### src/lcgrd_pkg.sv
// ----------------------------------------------------------------------------
// lcgrd_pkg
// Shared types and constants of the ranged random draw unit.
// ----------------------------------------------------------------------------
`default_nettype none

package lcgrd_pkg;

  // Generator word and multiply-add constants
  localparam int unsigned STATE_W = 32;
  localparam logic [STATE_W-1:0] LCG_MUL = 32'd1664525;
  localparam logic [STATE_W-1:0] LCG_ADD = 32'd1013904223;

  // Raw value taken from the advanced state: bits RAW_SHIFT+RAW_W-1 .. RAW_SHIFT
  localparam int unsigned RAW_SHIFT = 8;
  localparam int unsigned RAW_W     = 15;

  // Span |a-b|+1 needs one bit more than the bounds
  localparam int unsigned VAL_W  = 32;
  localparam int unsigned SPAN_W = VAL_W + 1;

  // Step counter of the remainder unit
  localparam int unsigned CNT_W = $clog2(RAW_W + 1);

  // Command codes
  typedef enum logic {
    CMD_SEED = 1'b0,
    CMD_DRAW = 1'b1
  } cmd_t;

  // Sequencer states
  typedef enum logic [2:0] {
    S_IDLE,
    S_MUL,
    S_ADD,
    S_MOD,
    S_FIN
  } fsm_t;

endpackage : lcgrd_pkg

`default_nettype wire

### src/lcgrd_if.sv
// ----------------------------------------------------------------------------
// lcgrd_req_if / lcgrd_rsp_if
// Valid/ready channels of the ranged random draw unit.
// ----------------------------------------------------------------------------
`default_nettype none

// Request channel: seed or draw command
interface lcgrd_req_if;
  logic               valid;
  logic               ready;
  logic               cmd;
  logic signed [31:0] seed_value;
  logic signed [31:0] bound_a;
  logic signed [31:0] bound_b;

  modport source (output valid, output cmd, output seed_value, output bound_a,
                  output bound_b, input ready);
  modport sink   (input valid, input cmd, input seed_value, input bound_a,
                  input bound_b, output ready);
endinterface : lcgrd_req_if

// Response channel: drawn number
interface lcgrd_rsp_if;
  logic               valid;
  logic               ready;
  logic signed [31:0] drawn_value;

  modport source (output valid, output drawn_value, input ready);
  modport sink   (input valid, input drawn_value, output ready);
endinterface : lcgrd_rsp_if

`default_nettype wire

### src/lcgrd_mod_unit.sv
// ----------------------------------------------------------------------------
// lcgrd_mod_unit
// Restoring remainder unit: one dividend bit per cycle, one shared
// compare/subtract against the span.
// ----------------------------------------------------------------------------
`default_nettype none

module lcgrd_mod_unit (
  input  wire logic                         clk,
  input  wire logic                         rst,
  input  wire logic                         start,
  input  wire logic [lcgrd_pkg::RAW_W-1:0]  dividend,
  input  wire logic [lcgrd_pkg::SPAN_W-1:0] divisor,
  output logic                              done,
  output logic [lcgrd_pkg::RAW_W-1:0]       remainder
);
  import lcgrd_pkg::*;

  logic [CNT_W-1:0]  cnt;
  logic [RAW_W-1:0]  dvd;
  logic [SPAN_W-1:0] div;
  logic [RAW_W-1:0]  rem;

  logic [RAW_W:0]    trial;
  logic              ge;
  logic [RAW_W:0]    diff;
  logic [RAW_W-1:0]  rem_next;

  // One restoring step: shift in next bit, subtract span if it fits
  always_comb begin
    trial    = {rem, dvd[RAW_W-1]};
    ge       = {{(SPAN_W-RAW_W-1){1'b0}}, trial} >= div;
    diff     = trial - div[RAW_W:0];
    rem_next = ge ? diff[RAW_W-1:0] : trial[RAW_W-1:0];
  end

  // Step counter
  always_ff @(posedge clk) begin
    if (rst) begin
      cnt <= '0;
    end else if (start) begin
      cnt <= CNT_W'(RAW_W);
    end else if (cnt != '0) begin
      cnt <= cnt - 1'b1;
    end
  end

  // Datapath registers
  always_ff @(posedge clk) begin
    if (start) begin
      dvd <= dividend;
      div <= divisor;
      rem <= '0;
    end else if (cnt != '0) begin
      dvd <= {dvd[RAW_W-2:0], 1'b0};
      rem <= rem_next;
    end
  end

  // Last step happens at the edge where done is high
  assign done      = (cnt == CNT_W'(1));
  assign remainder = rem;

endmodule : lcgrd_mod_unit

`default_nettype wire

### src/lcg_ranged_random_draw_unit.sv
// ----------------------------------------------------------------------------
// lcg_ranged_random_draw_unit
// 32-bit linear congruential generator with ranged draws:
// result = min(a,b) + state[22:8] mod (|a-b|+1).
// ----------------------------------------------------------------------------
//  channel | dir | payload                                  | transaction
//  req     | in  | cmd, seed_value, bound_a, bound_b        | seed or draw
//  rsp     | out | drawn_value                              | one per draw
//
//  Seed: accepted in S_IDLE, no response; req.ready stays high.
//  Draw, distinct bounds: accept, multiply, add, 15 remainder steps in the
//  shared subtractor, then output load into the result register.
//  Draw, equal bounds: accept, multiply, output load; state not advanced.
//  A new request is accepted only once the sequencer is back in S_IDLE.
//  A pending response does not block accepting the next request; only the
//  final load waits for rsp.ready, which stretches the output cycle.
//  Reset clears state word to zero.
// ----------------------------------------------------------------------------
`default_nettype none

module lcg_ranged_random_draw_unit (
  input  wire logic clk,
  input  wire logic rst,
  lcgrd_req_if.sink   req,
  lcgrd_rsp_if.source rsp
);
  import lcgrd_pkg::*;

  fsm_t state, state_next;

  logic [STATE_W-1:0] lcg_state;
  logic [STATE_W-1:0] prod;
  logic [STATE_W-1:0] lcg_sum;

  logic signed [VAL_W-1:0] a_reg, b_reg, lo;
  logic [SPAN_W-1:0]       span;
  logic                    eq;

  logic signed [SPAN_W-1:0] diff_ba;
  logic [SPAN_W-1:0]        mag;

  logic                    mod_start, mod_done;
  logic [RAW_W-1:0]        rem;

  logic                    out_vld;
  logic signed [VAL_W-1:0] drawn;
  logic signed [VAL_W-1:0] res;
  logic                    fin_load;

  logic acc, acc_seed;

  assign acc      = req.valid && req.ready;
  assign acc_seed = acc && (cmd_t'(req.cmd) == CMD_SEED);

  // Bound difference, exact in 33 bits
  always_comb begin
    diff_ba = {b_reg[VAL_W-1], b_reg} - {a_reg[VAL_W-1], a_reg};
    mag     = diff_ba[SPAN_W-1] ? SPAN_W'(-diff_ba) : diff_ba;
  end

  assign lcg_sum   = prod + LCG_ADD;
  assign mod_start = (state == S_ADD);
  assign res       = eq ? a_reg : VAL_W'(lo + {{(VAL_W-RAW_W){1'b0}}, rem});
  assign fin_load  = (state == S_FIN) && (!out_vld || rsp.ready);

  // Shared remainder unit
  lcgrd_mod_unit u_mod (
    .clk       (clk),
    .rst       (rst),
    .start     (mod_start),
    .dividend  (lcg_sum[RAW_SHIFT +: RAW_W]),
    .divisor   (span),
    .done      (mod_done),
    .remainder (rem)
  );

  // Sequencer: next state and handshake
  always_comb begin
    state_next = state;
    req.ready  = 1'b0;
    unique case (state)
      S_IDLE: begin
        req.ready = 1'b1;
        if (req.valid && cmd_t'(req.cmd) == CMD_DRAW) state_next = S_MUL;
      end
      S_MUL: begin
        state_next = (a_reg == b_reg) ? S_FIN : S_ADD;
      end
      S_ADD: begin
        state_next = S_MOD;
      end
      S_MOD: begin
        if (mod_done) state_next = S_FIN;
      end
      S_FIN: begin
        if (fin_load) state_next = S_IDLE;
      end
      default: state_next = S_IDLE;
    endcase
  end

  // Control registers
  always_ff @(posedge clk) begin
    if (rst) begin
      state     <= S_IDLE;
      lcg_state <= '0;
      out_vld   <= 1'b0;
    end else begin
      state <= state_next;
      if (acc_seed) begin
        lcg_state <= req.seed_value;
      end else if (state == S_ADD) begin
        lcg_state <= lcg_sum;
      end
      if (fin_load) begin
        out_vld <= 1'b1;
      end else if (rsp.ready) begin
        out_vld <= 1'b0;
      end
    end
  end

  // Payload registers
  always_ff @(posedge clk) begin
    if (acc) begin
      a_reg <= req.bound_a;
      b_reg <= req.bound_b;
    end
    if (state == S_MUL) begin
      prod <= STATE_W'(lcg_state * LCG_MUL);
      eq   <= (a_reg == b_reg);
      lo   <= diff_ba[SPAN_W-1] ? b_reg : a_reg;
      span <= mag + 1'b1;
    end
    if (fin_load) drawn <= res;
  end

  assign rsp.valid       = out_vld;
  assign rsp.drawn_value = drawn;

  // Seed lands in the state word on the next cycle
  a_seed_load: assert property (@(posedge clk) disable iff (rst)
    acc_seed |=> lcg_state == $past(req.seed_value))
    else $error("seed not loaded into state");

  // Remainder is always below the span when a distinct-bound draw finishes
  a_rem_range: assert property (@(posedge clk) disable iff (rst)
    (state == S_FIN) && !eq |-> {{(SPAN_W-RAW_W){1'b0}}, rem} < span)
    else $error("remainder not below span");

  // Remainder unit finishes only while the sequencer waits for it
  a_done_in_mod: assert property (@(posedge clk) disable iff (rst)
    mod_done |-> state == S_MOD)
    else $error("remainder unit done outside modulo phase");

  // Equal-bound draw does not advance the state
  a_eq_hold: assert property (@(posedge clk) disable iff (rst)
    (state == S_MUL) && (a_reg == b_reg) |=> $stable(lcg_state))
    else $error("state advanced on equal bounds");

endmodule : lcg_ranged_random_draw_unit

`default_nettype wire
### src/flat_wrapper.sv
// flat-port wrapper written by rule: the top's interface ports become plain ports
module lcg_ranged_random_draw_unit_flat import lcgrd_pkg::*;
  (clk, rst, req_valid, req_cmd, req_seed_value, req_bound_a, req_bound_b, req_ready, rsp_valid, rsp_drawn_value, rsp_ready);
  lcgrd_req_if req_i ();
  lcgrd_rsp_if rsp_i ();
  input  wire logic clk;
  input  wire logic rst;
  input wire logic [$bits(req_i.valid)-1:0] req_valid;
  input wire logic [$bits(req_i.cmd)-1:0] req_cmd;
  input wire logic [$bits(req_i.seed_value)-1:0] req_seed_value;
  input wire logic [$bits(req_i.bound_a)-1:0] req_bound_a;
  input wire logic [$bits(req_i.bound_b)-1:0] req_bound_b;
  output wire logic [$bits(req_i.ready)-1:0] req_ready;
  output wire logic [$bits(rsp_i.valid)-1:0] rsp_valid;
  output wire logic [$bits(rsp_i.drawn_value)-1:0] rsp_drawn_value;
  input wire logic [$bits(rsp_i.ready)-1:0] rsp_ready;
  assign req_i.valid = req_valid;
  assign req_i.cmd = req_cmd;
  assign req_i.seed_value = req_seed_value;
  assign req_i.bound_a = req_bound_a;
  assign req_i.bound_b = req_bound_b;
  assign req_ready = req_i.ready;
  assign rsp_valid = rsp_i.valid;
  assign rsp_drawn_value = rsp_i.drawn_value;
  assign rsp_i.ready = rsp_ready;
  lcg_ranged_random_draw_unit u_core (.clk(clk), .rst(rst), .req(req_i), .rsp(rsp_i));
endmodule
### config.mk
export PLATFORM = sky130hd
export DESIGN_NAME = lcg_ranged_random_draw_unit_flat
export DESIGN_NICKNAME = d
export VERILOG_FILES = /design/src/lcgrd_pkg.sv /design/src/lcgrd_if.sv /design/src/lcgrd_mod_unit.sv /design/src/lcg_ranged_random_draw_unit.sv /design/src/flat_wrapper.sv
export SDC_FILE = /design/constraint.sdc
export NUM_CORES = 1
export LEC_CHECK = 0
export BUFFER_PORTS_ARGS = -buffer_cell sky130_fd_sc_hd__buf_2
export CAP_MARGIN = 20
export CORE_MARGIN = 10
export CORE_UTILIZATION = 24
export CTS_CLUSTER_SIZE = 25
export DETAILED_ROUTE_END_ITERATION = 7
export PLACE_DENSITY = 0.37
export SLEW_MARGIN = 20
export SYNTH_ARGS = -nofsm -noshare
export SYNTH_HDL_FRONTEND = slang
export SYNTH_SLANG_ARGS = --single-unit
### constraint.sdc
create_clock -name clk -period 22.7 [get_ports clk]
set_clock_uncertainty 0.15 [all_clocks]
set_input_delay 4.54 -clock clk [delete_from_list [all_inputs] [get_ports clk]]
set_output_delay 4.54 -clock clk [all_outputs]
set_load 0.005 [all_outputs]
==> results list <==
- Run status: complete, no violations
- Measured along the x axis, the die boundary spans approximately 310 µm.
* Fraction of layout instances using a drive strength above 1: 0.114
- Setup TNS Final: 0 ns
* Worst min-delay path category: flip-flop to flip-flop
- Per-instance average area after synthesis: about 9.9 µm²
- Timing would allow up to roughly 160 MHz.
- Maximum VDD drop: 49.1 µV
- The first routing iteration left just under 600 violations.
- Routability-driven placement finished with a final weighted congestion of roughly 0.81.
- Depth of the most critical reg-to-reg path: 19
- Data arrival, critical path: 6.55 ns
* Worst r2r src: u_core.lcg_state[3]$_SDFFE_PP0P_
- CTS tree: done
- Wires add up to around 54000 µm.
- The initialized floorplan defines roughly 110 standard-cell rows.
- Hold buffers post-CTS: 0
* Most common cell after layout, fill and taps aside: edfxtp_1
- In the final layout, the registers with the most flip-flops are u_core.span (33), u_core.u_mod.div (33).
- The routed design could run at a clock period as short as 6.25 ns.
- Hold-critical path endpoint: u_core.u_mod.div[1]$_DFFE_PP_
- In the routed layout, each cell is associated on average with a via count of approximately 4.5.
* Number of fill cells: 8777
* Most used cells in the layout excluding fill and tap cells: edfxtp_1, inv_1, nand2_1, ha_1, nor2_1
- The setup path with the least slack is of type input pin to flip-flop.
- Across all register-to-register paths, the minimum setup slack is around 17 ns.
- Number of flip-flops and latches in the synthesized netlist: roughly 280
- The first TritonRoute pass finished after 5 iterations.
- Capture instance of the worst register-to-register path: u_core.prod[22]$_DFFE_PN_
- Remaining global-route overflow: 0
* Number of hold violations in the final report: 0
* Number of port buffers: ~130
- Routed Antenna Nets: 0
- STA puts the critical path data required time at 23.00 ns.
- In the synthesized netlist the async set-or-reset flop fraction comes to 0.
- Layout-stage area growth over the synthesis result: 15.1%
- Via count of the first global-routing pass: ~15000
- Pin count of the biggest net entering global routing: 83
- Overall power consumption after layout is estimated at between 2 and 3 mW.
- Transition time at the pin with the least slew margin: slightly below 1 ns
- The startpoint identified for the worst hold timing path is u_core.span[1]$_DFFE_PN_.
- Worst hold-check slack: 0.260 ns
- Total count of max-transition violations in the final report: 0
- Cells on Worst Hold Path: 0
- The routed layout has between 10000 and 15000 vias.
* First-pass GRT wire length: 85600 µm
* Yosys synthesis warning count: 0
* Maximum fanout count along the critical path: 24
- Setup repair after global routing left no endpoint under its margin.
* Antenna cell count: 0
- Number of H-tree levels: 2
- In the final routed layout, each cell accounts on average for 16.9 µm.
* Final setup violation count: 0
- Remaining max-slew budget at the tightest pin: 0.350
- Counting the buffers created by CTS gives 37.
- For this design the ratio of total power to cell area is between 100 and 150 nW/µm².
- The worst setup path is launched from an input pin.
- Of the available clock period, the critical path in the final layout requires 0.275.
- For this run, the register share of the synthesized area comes to 0.399.
- Post-CTS timing repair inserted 0 buffers for setup.
* Total core area: just over 80000 µm²
* Sinks on the clock net: between 200 and 300
* Antenna violations before repair: 0
* Post-layout nets: about 2500
* Number of library cell types mapped by synthesis: between 80 and 90
- Lkg Pwr: between 9 and 10 nW
- The tool flagged a number of max-cap violations equal to 0.
- 135 I/O pins were placed.
- The number of gates resized after CTS was 0.
* Die ar.: 94500 µm²
- Synthesis handed over a netlist of 1997 instances.
- Clock transition at the registers of the reported paths: ~0.060 ns
- The mapped netlist covers just under 20000 µm².
- For this configuration, the core starts out at a cell density of 0.242.
- STA classifies the critical path endpoint as a flip-flop.
- Bufs on Longest Clock Path: 3
- DRC violation count after routing: 0
* Detail Placement HPWL: around 42000 µm
- Tot GR Track Use: 0.114
* Top_reg_cell synth: edfxtp_1
- Clock insertion delay at the later pin of the skew report: ~0.55 ns
- The number of nets in the synthesized netlist is between 2000 and 2500.
* Vertical die dimension: slightly above 300 µm
- Counting flops with a built-in enable in the synthesized netlist gives 233.
- Clock Tree Root: clkbuf_16
[worst max-delay path by stage]
stage | startpoint | endpoint | cells past startpoint
5_1_grt | u_core.lcg_state[6]$_SDFFE_PP0P_ | u_core.prod[22]$_DFFE_PN_ | 21
4_1_cts | req_valid | u_core.lcg_state[14]$_SDFFE_PP0P_ | 8
2_1_floorplan | u_core.state[2]$_SDFFE_PP0P_ | u_core.eq$_DFFE_PN_ | 2
3_5_place_dp | req_valid | u_core.lcg_state[14]$_SDFFE_PP0P_ | 8
3_3_place_gp | req_valid | u_core.lcg_state[14]$_SDFFE_PP0P_ | 8
6_report | req_valid | u_core.lcg_state[14]$_SDFFE_PP0P_ | 8
[metal layers]
layer | up-vias | GRT usage | part of all wire
li1 | 7297 | - | -
met1 | 6824 | 0.147 | 0.47
met2 | 205 | 0.193 | 0.47
met3 | 59 | 0.0197 | 0.034
met4 | 0 | 0.0297 | 0.021
met5 | - | 0 | 0
[final cells by class]
cell class              count  area [µm²]  share of cell area
clock inverters            15         211             0.00926
repair buffers            137         716              0.0314
clock buffers              50         995              0.0436
inverters                 223         837              0.0367
well taps                1070        1340              0.0587
multi-input cells        1428       10800               0.474
flip-flops and latches    279        7920               0.347
[metrics by stage]
step	util	std cells	worst slack [ns]	area, µm²
floorplan	-	1997	14.91	19800
global placement	0.264	3137	15.88	21600
detailed placement	0.264	3137	15.86	21600
CTS	0.278	3202	16.44	22800
global route	0.278	3202	16.29	22800
finish	0.278	3202	16.45	22800
[worst max-delay path, stage by stage]
cell and delay (ns):
buf_2 0.10, and2_4 0.23, nor2b_2 0.19, buf_4 0.24, nor2_1 0.56, buf_4 0.38
a22oi_1 0.12, a21oi_1 0.17
[power by group]
group	switching (mW)	internal, mW	total, mW	leakage, nW
logic	0.763	0.527	1.29	6.09
clock network	0.232	0.364	0.596	0.581
registers	0.0808	0.716	0.797	2.57
total	1.08	1.61	2.68	9.24
[synthesized netlist by cell type, types with 20 or more instances]
cell,instances,area (µm²)
a21oi_1,121,606
clkbuf_1,49,184
dfxtp_1,46,921
edfxtp_1,233,7000
fa_1,63,1260
ha_1,185,2310
inv_1,223,837
nand2_1,192,721
nand3_1,40,200
nand4_1,20,125
nor2_1,127,477
nor3_1,50,250
o21ai_0,122,611
xnor2_1,106,928
xor2_1,55,482
[cells by family (layout without fill, tap and decap cells)]
kind of cell	Yosys count	after routing	share of synthesized area
AO/OA/AOI/OAI	448	448	0.146
adder cells (fa/ha/maj)	248	248	0.180
XOR/XNOR	165	165	0.0750
AND/OR/NAND/NOR	554	554	0.135
buffers and inverters	290	425	0.0570
flip-flops	279	279	0.399
multiplexers	13	13	0.00675
(Power assumes the default switching activity.)
